$ cat config.mk
export PLATFORM = sky130hd
export DESIGN_NAME = ip_address_text_formatter_top
export DESIGN_NICKNAME = d
export VERILOG_FILES = /design/src/rtl/ipfmt_pkg.sv /design/src/rtl/ipfmt_ctrl.sv /design/src/rtl/ipfmt_dp.sv /design/src/rtl/ip_address_text_formatter_top.sv
export SDC_FILE = /design/constraint.sdc
export NUM_CORES = 1
export LEC_CHECK = 0
export BUFFER_PORTS_ARGS = -buffer_cell sky130_fd_sc_hd__buf_4
export CAP_MARGIN = 20
export CORE_MARGIN = 10
export CORE_UTILIZATION = 25
export DETAILED_ROUTE_END_ITERATION = 16
export SLEW_MARGIN = 20
export SYNTH_ARGS = -nofsm -noshare
export SYNTH_HDL_FRONTEND = slang
export SYNTH_HIERARCHICAL = 1
export SYNTH_SLANG_ARGS = --single-unit
$ cat constraint.sdc
create_clock -name i_clk -period 13.7 [get_ports i_clk]
set_input_delay 3.425 -clock i_clk [delete_from_list [all_inputs] [get_ports i_clk]]
set_output_delay 3.425 -clock i_clk [all_outputs]
set_load 0.01 [all_outputs]
$ cat src/rtl/ipfmt_pkg.sv
`timescale 1ns / 1ps

package ipfmt_pkg;

    localparam logic [1:0] FAM_V4 = 2'd0;
    localparam logic [1:0] FAM_V6 = 2'd1;

    localparam logic [1:0] STS_OK     = 2'd0;
    localparam logic [1:0] STS_NOFIT  = 2'd1;
    localparam logic [1:0] STS_BADFAM = 2'd2;

    localparam logic [6:0] CH_COLON = 7'h3a;
    localparam logic [6:0] CH_DOT   = 7'h2e;
    localparam logic [6:0] CH_ZERO  = 7'h30;
    localparam logic [6:0] CH_NUL   = 7'h00;
    // 'a' minus ten
    localparam logic [6:0] CH_HEX_BASE = 7'h57;

    typedef enum logic [3:0] {
        ST_IDLE,
        ST_DISP,
        ST_SCAN,
        ST_LEN,
        ST_CHECK,
        ST_ERR,
        ST_WORD,
        ST_HEX,
        ST_TRAIL,
        ST_OCT,
        ST_DOT
    } t_state;

    typedef enum logic [2:0] {
        CS_NUL,
        CS_COLON,
        CS_DOT,
        CS_HEX,
        CS_DEC
    } t_csel;

    typedef struct packed {
        logic  load;
        logic  scan_step;
        logic  len_step;
        logic  idx_clr;
        logic  idx_inc;
        logic  idx_skip;
        logic  hex_init;
        logic  oct_first;
        logic  oct_next;
        logic  dig_dec;
        logic  emit;
        logic  last;
        t_csel csel;
    } t_cmd;

    typedef struct packed {
        logic [1:0] fam;
        logic       idx_last;
        logic       idx_zero;
        logic       in_run;
        logic       skip_end;
        logic       quad_here;
        logic       dig_zero;
        logic       oct_last;
        logic       fits;
    } t_stat;

    function automatic logic [6:0] hex_char(input logic [3:0] d);
        logic [6:0] r;
        if (d < 4'd10) r = CH_ZERO + {3'b000, d};
        else           r = CH_HEX_BASE + {3'b000, d};
        return r;
    endfunction

    // index of the top nonzero nibble, 0 for a zero word
    function automatic logic [1:0] hex_ndig_m1(input logic [15:0] w);
        logic [1:0] r;
        if (w[15:12] != 4'd0)     r = 2'd3;
        else if (w[11:8] != 4'd0) r = 2'd2;
        else if (w[7:4] != 4'd0)  r = 2'd1;
        else                      r = 2'd0;
        return r;
    endfunction

    function automatic logic [1:0] dec_ndig_m1(input logic [7:0] v);
        logic [1:0] r;
        if (v >= 8'd100)     r = 2'd2;
        else if (v >= 8'd10) r = 2'd1;
        else                 r = 2'd0;
        return r;
    endfunction

    // pos 2 hundreds, 1 tens, 0 ones
    function automatic logic [3:0] dec_digit(input logic [7:0] v, input logic [1:0] pos);
        logic [1:0]  h;
        logic [7:0]  rem8;
        logic [6:0]  rem;
        logic [14:0] prod;
        logic [3:0]  t;
        logic [6:0]  ones7;
        logic [3:0]  r;
        if (v >= 8'd200)      h = 2'd2;
        else if (v >= 8'd100) h = 2'd1;
        else                  h = 2'd0;
        case (h)
            2'd2:    rem8 = v - 8'd200;
            2'd1:    rem8 = v - 8'd100;
            default: rem8 = v;
        endcase
        rem   = rem8[6:0];
        // divide by ten via reciprocal, exact below 100
        prod  = {8'b0, rem} * 15'd205;
        t     = prod[14:11];
        ones7 = rem - ({3'b000, t} * 7'd10);
        case (pos)
            2'd2:    r = {2'b00, h};
            2'd1:    r = t;
            default: r = ones7[3:0];
        endcase
        return r;
    endfunction

    function automatic logic [7:0] quad_octet(input logic [31:0] q, input logic [1:0] sel);
        logic [7:0] r;
        case (sel)
            2'd0:    r = q[31:24];
            2'd1:    r = q[23:16];
            2'd2:    r = q[15:8];
            default: r = q[7:0];
        endcase
        return r;
    endfunction

endpackage

$ cat src/rtl/ipfmt_ctrl.sv
`timescale 1ns / 1ps

module ipfmt_ctrl (
    input  logic             i_clk,
    input  logic             i_rst_n,
    input  logic             i_start,
    input  ipfmt_pkg::t_stat i_stat,
    output ipfmt_pkg::t_cmd  o_cmd,
    output logic             o_busy
);
    import ipfmt_pkg::*;

    t_state r_state;
    t_state n_state;

    always_ff @(posedge i_clk) begin
        if (!i_rst_n) begin
            r_state <= ST_IDLE;
        end else begin
            r_state <= n_state;
        end
    end

    assign o_busy = (r_state != ST_IDLE);

    always_comb begin
        n_state = r_state;
        o_cmd   = '0;
        o_cmd.csel = CS_NUL;
        case (r_state)
            ST_IDLE: begin
                if (i_start) begin
                    o_cmd.load = 1'b1;
                    n_state    = ST_DISP;
                end
            end
            ST_DISP: begin
                o_cmd.idx_clr = 1'b1;
                if (i_stat.fam == FAM_V4)      n_state = ST_LEN;
                else if (i_stat.fam == FAM_V6) n_state = ST_SCAN;
                else                           n_state = ST_ERR;
            end
            ST_SCAN: begin
                o_cmd.scan_step = 1'b1;
                if (i_stat.idx_last) begin
                    o_cmd.idx_clr = 1'b1;
                    n_state       = ST_LEN;
                end else begin
                    o_cmd.idx_inc = 1'b1;
                end
            end
            ST_LEN: begin
                o_cmd.len_step = 1'b1;
                if (i_stat.fam == FAM_V4 || i_stat.idx_last) begin
                    n_state = ST_CHECK;
                end else begin
                    o_cmd.idx_inc = 1'b1;
                end
            end
            ST_CHECK: begin
                o_cmd.idx_clr = 1'b1;
                if (!i_stat.fits) begin
                    n_state = ST_ERR;
                end else if (i_stat.fam == FAM_V4) begin
                    o_cmd.oct_first = 1'b1;
                    n_state         = ST_OCT;
                end else begin
                    n_state = ST_WORD;
                end
            end
            ST_ERR: begin
                o_cmd.emit = 1'b1;
                o_cmd.last = 1'b1;
                o_cmd.csel = CS_NUL;
                n_state    = ST_IDLE;
            end
            ST_WORD: begin
                if (i_stat.in_run) begin
                    // only reached at the start of the compressed run
                    o_cmd.emit = 1'b1;
                    o_cmd.csel = CS_COLON;
                    if (i_stat.skip_end) begin
                        n_state = ST_TRAIL;
                    end else begin
                        o_cmd.idx_skip = 1'b1;
                    end
                end else if (!i_stat.idx_zero) begin
                    o_cmd.emit = 1'b1;
                    o_cmd.csel = CS_COLON;
                    if (i_stat.quad_here) begin
                        o_cmd.oct_first = 1'b1;
                        n_state         = ST_OCT;
                    end else begin
                        o_cmd.hex_init = 1'b1;
                        n_state        = ST_HEX;
                    end
                end else begin
                    o_cmd.hex_init = 1'b1;
                    n_state        = ST_HEX;
                end
            end
            ST_HEX: begin
                o_cmd.emit = 1'b1;
                o_cmd.csel = CS_HEX;
                if (i_stat.dig_zero) begin
                    if (i_stat.idx_last) begin
                        o_cmd.last = 1'b1;
                        n_state    = ST_IDLE;
                    end else begin
                        o_cmd.idx_inc = 1'b1;
                        n_state       = ST_WORD;
                    end
                end else begin
                    o_cmd.dig_dec = 1'b1;
                end
            end
            ST_TRAIL: begin
                o_cmd.emit = 1'b1;
                o_cmd.last = 1'b1;
                o_cmd.csel = CS_COLON;
                n_state    = ST_IDLE;
            end
            ST_OCT: begin
                o_cmd.emit = 1'b1;
                o_cmd.csel = CS_DEC;
                if (i_stat.dig_zero) begin
                    if (i_stat.oct_last) begin
                        o_cmd.last = 1'b1;
                        n_state    = ST_IDLE;
                    end else begin
                        n_state = ST_DOT;
                    end
                end else begin
                    o_cmd.dig_dec = 1'b1;
                end
            end
            ST_DOT: begin
                o_cmd.emit     = 1'b1;
                o_cmd.csel     = CS_DOT;
                o_cmd.oct_next = 1'b1;
                n_state        = ST_OCT;
            end
            default: begin
                n_state = ST_IDLE;
            end
        endcase
    end

endmodule

$ cat src/rtl/ipfmt_dp.sv
`timescale 1ns / 1ps

module ipfmt_dp (
    input  logic             i_clk,
    input  logic             i_rst_n,
    input  logic [1:0]       i_opcode,
    input  logic [63:0]      i_addr_hi,
    input  logic [63:0]      i_addr_lo,
    input  logic [7:0]       i_buffer_size,
    input  ipfmt_pkg::t_cmd  i_cmd,
    output ipfmt_pkg::t_stat o_stat,
    output logic             o_strobe,
    output logic [6:0]       o_out_char,
    output logic             o_last,
    output logic [1:0]       o_status
);
    import ipfmt_pkg::*;

    // item registers
    logic [15:0] r_w [8];
    logic [31:0] r_quad;
    logic [1:0]  r_fam;
    logic [7:0]  r_cap;

    // zero-run search
    logic [2:0]  r_cur_base;
    logic [3:0]  r_cur_len;
    logic        r_cur_act;
    logic [2:0]  r_best_base;
    logic [3:0]  r_best_len;

    // walk position
    logic [2:0]  r_idx;
    logic [1:0]  r_dig;
    logic [1:0]  r_oct;
    logic [5:0]  r_len;

    // result register
    logic        r_strobe;
    logic [6:0]  r_char;
    logic        r_last;
    logic [1:0]  r_status;

    logic [15:0] cur_w;
    logic        wz;
    logic [2:0]  n_cur_base;
    logic [3:0]  n_cur_len;
    logic        n_cur_act;
    logic        cand_v;
    logic [2:0]  cand_base;
    logic [3:0]  cand_len;

    logic        run_ok;
    logic [3:0]  run_end;
    logic        in_run;
    logic        skip_end;
    logic        quad_case;
    logic [4:0]  quad_len;
    logic [5:0]  len_add;
    logic [8:0]  need;
    logic [7:0]  cur_oct;
    logic [7:0]  nxt_oct;
    logic [1:0]  oct_inc;
    logic [3:0]  nib;
    logic [6:0]  n_char;
    logic [1:0]  n_status;

    assign cur_w = r_w[r_idx];
    assign wz    = (cur_w == 16'd0);

    always_comb begin
        n_cur_base = r_cur_base;
        n_cur_len  = r_cur_len;
        n_cur_act  = r_cur_act;
        if (wz) begin
            if (r_cur_act) begin
                n_cur_len = r_cur_len + 4'd1;
            end else begin
                n_cur_base = r_idx;
                n_cur_len  = 4'd1;
                n_cur_act  = 1'b1;
            end
        end else begin
            n_cur_act = 1'b0;
        end
        // a run closes on a nonzero word or at the last word
        cand_v    = 1'b0;
        cand_base = r_cur_base;
        cand_len  = r_cur_len;
        if (!wz && r_cur_act) begin
            cand_v = 1'b1;
        end else if (wz && r_idx == 3'd7) begin
            cand_v    = 1'b1;
            cand_base = n_cur_base;
            cand_len  = n_cur_len;
        end
    end

    assign run_ok   = (r_best_len >= 4'd2);
    assign run_end  = {1'b0, r_best_base} + r_best_len;
    assign in_run   = run_ok && (r_idx >= r_best_base) && ({1'b0, r_idx} < run_end);
    assign skip_end = (run_end == 4'd8);
    assign quad_case = run_ok && (r_best_base == 3'd0) &&
                       ((r_best_len == 4'd6) ||
                        ((r_best_len == 4'd5) && (r_w[5] == 16'hffff)));

    assign quad_len = 5'd7 + {3'b000, dec_ndig_m1(r_quad[31:24])}
                           + {3'b000, dec_ndig_m1(r_quad[23:16])}
                           + {3'b000, dec_ndig_m1(r_quad[15:8])}
                           + {3'b000, dec_ndig_m1(r_quad[7:0])};

    always_comb begin
        if (in_run) begin
            len_add = (r_idx == r_best_base) ? 6'd1 : 6'd0;
        end else if (quad_case && r_idx == 3'd6) begin
            len_add = 6'd1 + {1'b0, quad_len};
        end else if (quad_case && r_idx == 3'd7) begin
            len_add = 6'd0;
        end else begin
            len_add = {5'b0, (r_idx != 3'd0)} + {4'b0, hex_ndig_m1(cur_w)} + 6'd1;
        end
        if (r_idx == 3'd7 && run_ok && skip_end) begin
            len_add = len_add + 6'd1;
        end
    end

    assign need    = {3'b000, r_len} + 9'd1;
    assign oct_inc = r_oct + 2'd1;
    assign cur_oct = quad_octet(r_quad, r_oct);
    assign nxt_oct = quad_octet(r_quad, oct_inc);

    always_comb begin
        case (r_dig)
            2'd3:    nib = cur_w[15:12];
            2'd2:    nib = cur_w[11:8];
            2'd1:    nib = cur_w[7:4];
            default: nib = cur_w[3:0];
        endcase
    end

    always_comb begin
        n_status = STS_OK;
        case (i_cmd.csel)
            CS_COLON: n_char = CH_COLON;
            CS_DOT:   n_char = CH_DOT;
            CS_HEX:   n_char = hex_char(nib);
            CS_DEC:   n_char = CH_ZERO + {3'b000, dec_digit(cur_oct, r_dig)};
            default: begin
                n_char   = CH_NUL;
                n_status = (r_fam == FAM_V4 || r_fam == FAM_V6) ? STS_NOFIT : STS_BADFAM;
            end
        endcase
    end

    always_ff @(posedge i_clk) begin
        if (i_cmd.load) begin
            for (int k = 0; k < 4; k++) begin
                r_w[k]     <= i_addr_hi[63 - 16 * k -: 16];
                r_w[k + 4] <= i_addr_lo[63 - 16 * k -: 16];
            end
            r_quad <= i_addr_lo[31:0];
            r_fam  <= i_opcode;
            r_cap  <= i_buffer_size;
        end
    end

    always_ff @(posedge i_clk) begin
        if (!i_rst_n) begin
            r_cur_act  <= 1'b0;
            r_cur_base <= 3'd0;
            r_cur_len  <= 4'd0;
            r_best_base <= 3'd0;
            r_best_len <= 4'd0;
            r_idx      <= 3'd0;
            r_dig      <= 2'd0;
            r_oct      <= 2'd0;
            r_len      <= 6'd0;
        end else begin
            if (i_cmd.load) begin
                r_cur_act   <= 1'b0;
                r_cur_len   <= 4'd0;
                r_best_base <= 3'd0;
                r_best_len  <= 4'd0;
                r_len       <= 6'd0;
            end else if (i_cmd.scan_step) begin
                r_cur_base <= n_cur_base;
                r_cur_len  <= n_cur_len;
                r_cur_act  <= n_cur_act;
                if (cand_v && cand_len > r_best_len) begin
                    r_best_base <= cand_base;
                    r_best_len  <= cand_len;
                end
            end
            if (i_cmd.len_step) begin
                if (r_fam == FAM_V4) r_len <= {1'b0, quad_len};
                else                 r_len <= r_len + len_add;
            end
            if (i_cmd.idx_clr) begin
                r_idx <= 3'd0;
            end else if (i_cmd.idx_skip) begin
                r_idx <= run_end[2:0];
            end else if (i_cmd.idx_inc) begin
                r_idx <= r_idx + 3'd1;
            end
            if (i_cmd.hex_init) begin
                r_dig <= hex_ndig_m1(cur_w);
            end else if (i_cmd.oct_first) begin
                r_oct <= 2'd0;
                r_dig <= dec_ndig_m1(quad_octet(r_quad, 2'd0));
            end else if (i_cmd.oct_next) begin
                r_oct <= oct_inc;
                r_dig <= dec_ndig_m1(nxt_oct);
            end else if (i_cmd.dig_dec) begin
                r_dig <= r_dig - 2'd1;
            end
        end
    end

    always_ff @(posedge i_clk) begin
        if (!i_rst_n) begin
            r_strobe <= 1'b0;
        end else begin
            r_strobe <= i_cmd.emit;
        end
    end

    always_ff @(posedge i_clk) begin
        if (i_cmd.emit) begin
            r_char   <= n_char;
            r_last   <= i_cmd.last;
            r_status <= n_status;
        end
    end

    always_comb begin
        o_stat           = '0;
        o_stat.fam       = r_fam;
        o_stat.idx_last  = (r_idx == 3'd7);
        o_stat.idx_zero  = (r_idx == 3'd0);
        o_stat.in_run    = in_run;
        o_stat.skip_end  = skip_end;
        o_stat.quad_here = quad_case && (r_idx == 3'd6);
        o_stat.dig_zero  = (r_dig == 2'd0);
        o_stat.oct_last  = (r_oct == 2'd3);
        o_stat.fits      = (need <= {1'b0, r_cap});
    end

    assign o_strobe   = r_strobe;
    assign o_out_char = r_char;
    assign o_last     = r_last;
    assign o_status   = r_status;

endmodule

$ cat src/rtl/ip_address_text_formatter_top.sv
`timescale 1ns / 1ps

// ip address to text formatter
// input: pulse start with opcode (family), addr_hi/addr_lo and buffer_size;
// the transaction is taken at a clock edge with start high and busy low.
// output: one ascii character per o_strobe cycle, o_last on the final one,
// o_status 0; a text that does not fit (length plus terminator above
// buffer_size) or an unsupported family gives one result with char 0,
// o_last set and o_status 1 or 2.
// sequence: ipv4 passes the dispatch, length and check states, then gives
// one character a cycle; ipv6 passes dispatch, a zero-run search and a
// length count (one word at a time through the word register file), a
// check state, then one character a cycle with a pause when word 0 is
// printed. busy drops with the last result on the ports. the receiver
// cannot stall, so results are never held back.
// reset (synchronous, active low) aborts any transaction and clears the
// strobe; no result follows an aborted transaction.

module ip_address_text_formatter_top (
    input  logic        i_clk,
    input  logic        i_rst_n,
    input  logic        start,
    output logic        busy,
    input  logic [1:0]  i_opcode,
    input  logic [63:0] i_addr_hi,
    input  logic [63:0] i_addr_lo,
    input  logic [7:0]  i_buffer_size,
    output logic        o_strobe,
    output logic [6:0]  o_out_char,
    output logic        o_last,
    output logic [1:0]  o_status
);
    import ipfmt_pkg::*;

    t_cmd  cmd;
    t_stat stat;

    ipfmt_ctrl u_ctrl (
        .i_clk   (i_clk),
        .i_rst_n (i_rst_n),
        .i_start (start),
        .i_stat  (stat),
        .o_cmd   (cmd),
        .o_busy  (busy)
    );

    ipfmt_dp u_dp (
        .i_clk         (i_clk),
        .i_rst_n       (i_rst_n),
        .i_opcode      (i_opcode),
        .i_addr_hi     (i_addr_hi),
        .i_addr_lo     (i_addr_lo),
        .i_buffer_size (i_buffer_size),
        .i_cmd         (cmd),
        .o_stat        (stat),
        .o_strobe      (o_strobe),
        .o_out_char    (o_out_char),
        .o_last        (o_last),
        .o_status      (o_status)
    );

endmodule

Word level (Yosys, flattened, before mapping)
Memory sizes are Yosys's and may differ from the RTL's. A register that Yosys moved wholly into a read port is not among the register bits.
Index checks and enable logic that the tools add are counted.
- word-level logic and storage cells: 261
- bits of input ports: 141
- memories kept: 1
- output and inout bits: 12
- memory bits (writable): 128
- register bits after elaboration: 85
- mux-type cells: 115
- reductions and logical operators: 44
- $mul: 2
- equal/unequal tests: 38
- add/sub/neg operators: 21
- $lt $le $gt $ge: 20
- bitwise gates (word level): 3
- memories (name ; depth ; width ; read ports ; clocked after memory_dff ; wr ports ; RTL line ; RTL):
    u_dp.r_w ; 8 ; 16 ; 2 ; 1 ; 8 ; ipfmt_dp.sv:20 ; logic [15:0] r_w [8];
- operators by type and width (cell ; count):
    2-to-1 mux 4 bit ; 17
    >= comparator 8 x 7 -> 1 bit, second input constant ; 7
    >= comparator 8 x 4 -> 1 bit, second input constant ; 6
    case mux 8 bit (3 select lines) ; 2
    2-to-1 mux 2 bit ; 22
    2-to-1 mux 6 bit ; 7
    2-to-1 mux 1 bit ; 39
    2-to-1 mux 3 bit ; 12
    case mux 4 bit (9 select lines) ; 1
    case mux 7 bit (4 select lines) ; 1
    == test 4 x 3 -> 1 bit, second input constant ; 6
    2-to-1 mux 8 bit ; 3
    nonzero test 4 bit ; 5
    == test 16 bit, second input constant ; 1
    == test 4 bit, second input constant ; 4
    zero test 16 bit ; 1
    adder 5 x 2 -> 5 bit ; 3
    multiplier 7 x 8 -> 15 bit, second input constant ; 1
    case mux 3 bit (5 select lines) ; 1
    adder 6 x 4 -> 7 bit, first input constant ; 2
    2-to-1 mux 7 bit ; 2
    case mux 7 bit (2 select lines) ; 1
    subtractor 7 bit, second input constant ; 2
    adder 6 x 1 -> 6 bit, second input constant ; 2
    other kinds (49) ; 95

Logic depth before layout (Yosys ltp)
An unclocked memory read counts as a cell.
- depth after elaboration: 19
- gate-level depth with buffers: 29
- mapped depth without buffers: 28

By module
The synthesis kept the hierarchy.
- by module, submodules not included (module ; cells each ; area each (um2) ; instances ; sequential area each (um2)):
    ipfmt_dp ; 847 ; 10558.9 ; 1 ; 5084.9
    ipfmt_ctrl ; 101 ; 743.2 ; 1 ; 80.1

Least setup slack after synthesis
Ideal clock, no wire load.
- path type: input to register
- start: input port start
- end: register u_dp.r_best_base[0]
- arrival: 7.579 ns
- stages on the path: 4
- required time: 13.569 ns
- setup time: 0.131 ns
- setup slack: 5.989 ns
- cells stage by stage: and3_1 > nand2b_1 > clkbuf_1 > nor2_1
- longest elaborated chain between the ends: 3
- RTL lines (item ; RTL line ; RTL):
    start: declaration ; ip_address_text_formatter_top.sv:22 ; input logic start,
    2-to-1 mux 1 bit ; ipfmt_ctrl.sv:32 ; if (i_start) begin
    2-to-1 mux 1 bit ; ipfmt_ctrl.sv:30 ; case (r_state)
    OR reduction 2 bit (no source line) ; n/a ;
    end signal: assignment ; ipfmt_dp.sv:190 ; r_best_base <= cand_base;
    end: declaration ; ipfmt_dp.sv:29 ; logic [2:0] r_best_base;
No other way between the ends.
A chain may end at the register's enable or synchronous reset.

Worst setup path in the final report
- start: register u_dp.r_oct[1]
- end: register u_dp.r_char[3] (netlist: u_dp/o_out_char[3]), data pin
- longest elaborated chain between the ends: 16
- elaborated cells between the ends (all ways): 22
- RTL lines (item ; RTL line ; RTL):
    start: declaration ; ipfmt_dp.sv:35 ; logic [1:0] r_oct;
    start signal: assignment ; ipfmt_dp.sv:211 ; r_oct <= oct_inc;
    == test 2 bit (tied with other cells) ; ipfmt_pkg.sv:126 ; case (sel)
    case mux 8 bit (3 select lines) (*) ; ipfmt_pkg.sv:126 ;
    >= comparator 8 x 7 -> 1 bit ; ipfmt_pkg.sv:104 ; else if (v >= 8'd100) h = 2'd1;
    2-to-1 mux 1 bit ; ipfmt_pkg.sv:104 ;
    2-to-1 mux 2 bit ; ipfmt_pkg.sv:103 ; if (v >= 8'd200) h = 2'd2;
    2-to-1 mux 2 bit ; ipfmt_dp.sv:143 ; case (i_cmd.csel)
    == test 2 x 1 -> 1 bit or == test 2 bit (tied branches) ; ipfmt_pkg.sv:106 ; case (h)
    case mux 7 bit (2 select lines) ; ipfmt_pkg.sv:106 ;
    2-to-1 mux 7 bit ; ipfmt_dp.sv:143 ;
    multiplier 7 x 8 -> 15 bit ; ipfmt_pkg.sv:113 ; prod = {8'b0, rem} * 15'd205;
    multiplier 4 x 3 -> 3 bit ; ipfmt_pkg.sv:115 ; ones7 = rem - ({3'b000, t} * 7'd10);
    subtractor 4 bit ; ipfmt_pkg.sv:115 ;
    case mux 4 bit (2 select lines) (*) ; ipfmt_pkg.sv:116 ; case (pos)
    2-to-1 mux 4 bit (*) ; ipfmt_dp.sv:143 ;
    adder 6 x 4 -> 7 bit (*) ; ipfmt_dp.sv:147 ; CS_DEC: n_char = CH_ZERO + {3'b000, dec_digit(cur_oct, r_dig)};
    case mux 7 bit (4 select lines) (*) ; ipfmt_dp.sv:143 ;
    net u_dp.n_char[3] ; ipfmt_dp.sv:65 ; logic [6:0] n_char;
    end signal: assignment ; ipfmt_dp.sv:229 ; r_char <= n_char;
    end: declaration ; ipfmt_dp.sv:40 ; logic [6:0] r_char;
The timed path passes the listed nets; every way through them passes the cells marked *. The select of a mux whose other input is x is not followed.

==> flow_summary.yaml <==
sta:
  worstMarginPinSlew_ns: 1.09
  finClkSkew_ns: 0.00898
  setup_viol: 0
  finalCriticalPeriod_ns: 7.48
  holdWs_ns: 0.509
  fin_crit_sh_pct: 54.6
  fmax_ghz: 0.134
  maxSlewViolCount: 0
  relSlewSlack_pct: 26.6
  hold_viol: 0
  finalSetupTns_ns: 0
  rsz0062_at_grt: "no"
cts:
  cts_root_buf: "clkbuf_16"
  clock_latency_ns: 0.44
  clk_pin_slew_worst_paths_ns: 0.07
  ctsHoldBuffers: 0
  cts_sinks: 184
  cts_tree: "built"
  post_cts_buffers: 0
  cts_max_level: 4
  cts-resized-gates: 0
  numCtsBuffers: 17
  max-clock-path-buffers: 2
setup_path:
  critPathArrivalTime_ns: 7.74
  endpoint_kind: "flop"
  cp_max_fo: 17
  required_ns: 13.96
  r2r_start: "u_dp/r_oct[1]"
  startpoint: "u_dp/r_oct[1]"
  criticalPathCategory: "flop to flop"
  start_kind: "flop"
logic_synthesis:
  synth_ff_type: "edfxtp_1"
  async_flop_share_pct: 0
  synth-edff-count: 148
  synthDistinctLibCells: 89
  syn_inst: 948
  synth.ff_latch_count: 184
  yosysMostFrequentCell: "edfxtp_1"
  netlist_area_um2: 11300
  syn_nets: 1189
  synthTopCellsByArea: "edfxtp_1, ha_1, dfxtp_1, mux4_2, mux2i_1"
  synth-seq-area-share_pct: 45.7
  synth_top_area_share_pct: 39.3
  synth.avg_cell_area_um2: 11.9
  yosysTopAreaCell: "edfxtp_1"
  yosysWarnings: 6
  yosys-top-cells-count: "edfxtp_1, ha_1, inv_1"
final_layout:
  utilization_pct: 30.6
  fillers: 4490
  final-instance-count-excl-fill: 1696
  syn2layout_area_growth_pct: 20.1
  nets: 1332
  diodes: 0
  final_layout_size_suffix_gt1_share_pct: 23.3
placed_design:
  place_inst: 1664
  port_buffers: 152
  dpl.hpwl_um: 24400
  gp_congestion: 0.862
power:
  powerDensity_nw_per_um2: 214
  peakVddDrop_uv: 157
  switching_power_mw: 1.19
  swShare_pct: 41.1
  seq_power_share_pct: 30.0
  intPower_mw: 1.71
  power_frac_clock_pct: 16.2
  leakagePower_nw: 5.17
  p_comb_share_pct: 53.8
global_routing:
  grt-ovfl-total: 0
  antenna_found_initial: 0
  grt_pass1_vias: 8431
  gr-usage-all-layers_pct: 11.4
  grt_max_degree: 76
  grt_pass1_wl_um: 48300
routing:
  vias: 8158
  wl_per_cell_um: 18.4
  drc: 0
  via_per_inst: 4.81
  postRouteWirelength_um: 31200
  firstDrtPassIters: 6
  drt_iter0_drc: 566
  ant_nets: 0
outcome:
  outcome: "completed"
worst_hold_path:
  min_from: "u_dp/r_cur_base[0]"
  hp-class: "flop to flop"
floorplan:
  die_area_um2: 54100
  die_h_um: 233
  die_x_um: 233
  coreArea_um2: 44400
  ios: 153
  initial_core_util_pct: 25.4
  rows: 77
flow_run:
  max_cap_violations: 0
-- placed cells by master (no fill, tap or decap), types with 11 or more instances in the layout --
master	count
a21o_1	13
o21ai_0	24
nand2_1	40
ha_1	85
clkbuf_16	17
nand3_1	18
nand2b_1	21
xnor2_1	24
edfxtp_1	148
mux4_2	30
mux2i_1	32
buf_4	158
dfxtp_1	35
inv_1	77
nor3_1	20
nand4_1	11
a22oi_1	15
nor2_1	50
nor2b_1	19
fa_1	15
a21oi_1	46
-- through the flow --
stage                     area, µm²  setup slack [ns]  total power, mW
after detailed placement      13000              6.10             2.46
final                         13600              6.22             2.91
after floorplan               11300              5.99             2.07
after global routing          13600              5.66             3.17
after CTS                     13600              6.07             2.94
after global placement        13000              6.45             2.42
-- worst max-delay path, stage by stage, from the launching register on --
cell and delay, ns:
dfxtp_1 0.44, ha_1 0.65, a22oi_1 0.37, nor3_1 0.37, inv_1 0.08, maj3_1 0.35, o22ai_1 0.37, ha_1 0.34
fa_1 0.48, ha_1 0.29, inv_1 0.05, fa_1 0.49, inv_1 0.04, ha_1 0.30, a21o_1 0.18, a21o_1 0.17
a21o_1 0.17, a21oi_1 0.30, o21ai_0 0.13, a41o_1 0.30, a31oi_2 0.23, ha_1 0.21, fa_1 0.17, xor3_1 0.42
xnor2_1 0.14, o31ai_1 0.23
-- state kept, by name, indices dropped and copies added, names as in the netlist, named ones only --
signal,flops
u_dp/r_idx,3
u_dp/r_cur_act,1
u_dp/o_out_char,7
u_dp/r_w,97
u_dp/r_dig,2
u_dp/r_cur_len,4
u_dp/r_cap,8
u_dp/r_oct,2
u_dp/r_fam,2
u_dp/r_best_len,4
u_dp/r_quad,31
u_dp/r_cur_base,3
u_dp/o_status,2
u_ctrl/r_state,4
u_dp/r_len,6
u_dp/o_strobe,1
u_dp/r_best_base,3
u_dp/o_last,1
-- cells by family after synthesis --
family          after synthesis  share of synthesized area (%)
simple gates                234                           11.2
compound gates              210                           13.5
flops                       184                           45.7
buf+inv                     112                           4.47
fa+ha+maj                   101                           12.2
mux                          75                           10.4
xor+xnor                     32                           2.61
-- power by group through the flow --
stage | sequential (mW) | combinational [mW] | clock, mW
6_report | 0.872 | 1.56 | 0.470
5_1_grt | 0.887 | 1.78 | 0.506
4_1_cts | 0.872 | 1.59 | 0.484
3_5_place_dp | 0.884 | 1.57 | 0
3_3_place_gp | 0.879 | 1.54 | 0
2_1_floorplan | 0.846 | 1.22 | 0
-- cell type report --
| type | count | area, µm² | area share, % |
|---|---|---|---|
| inverter | 78 | 293 | 2.16 |
| sequential | 184 | 5170 | 38.0 |
| clock buffer | 19 | 433 | 3.19 |
| tap | 592 | 741 | 5.46 |
| clock inverter | 13 | 115 | 0.848 |
| timing repair buffer | 158 | 1190 | 8.74 |
| multi-input combinational | 652 | 5640 | 41.6 |
-- layer usage --
| metal | global-route usage [%] | vias to the layer above | part of all wire (%) | wire (µm) |
|---|---|---|---|---|
| met1 | 14.5 | 3964 | 44 | 13700 |
| met4 | 3.06 | 0 | 1.4 | 446 |
| li1 | - | 3898 | - | - |
| met5 | 0 | - | 0 | 0 |
| met2 | 19.2 | 260 | 49 | 15300 |
| met3 | 2.60 | 36 | 5.6 | 1730 |
-- final timing paths --
check,slack [ns],endpoint,depth (start not counted)
max,6.22,u_dp/o_out_char[3],25
max reg2reg,6.22,u_dp/o_out_char[3],25
min,0.51,u_dp/r_cur_base[0],2
min reg2reg,0.51,u_dp/r_cur_base[0],2
Power figures use the tool's default switching activity.
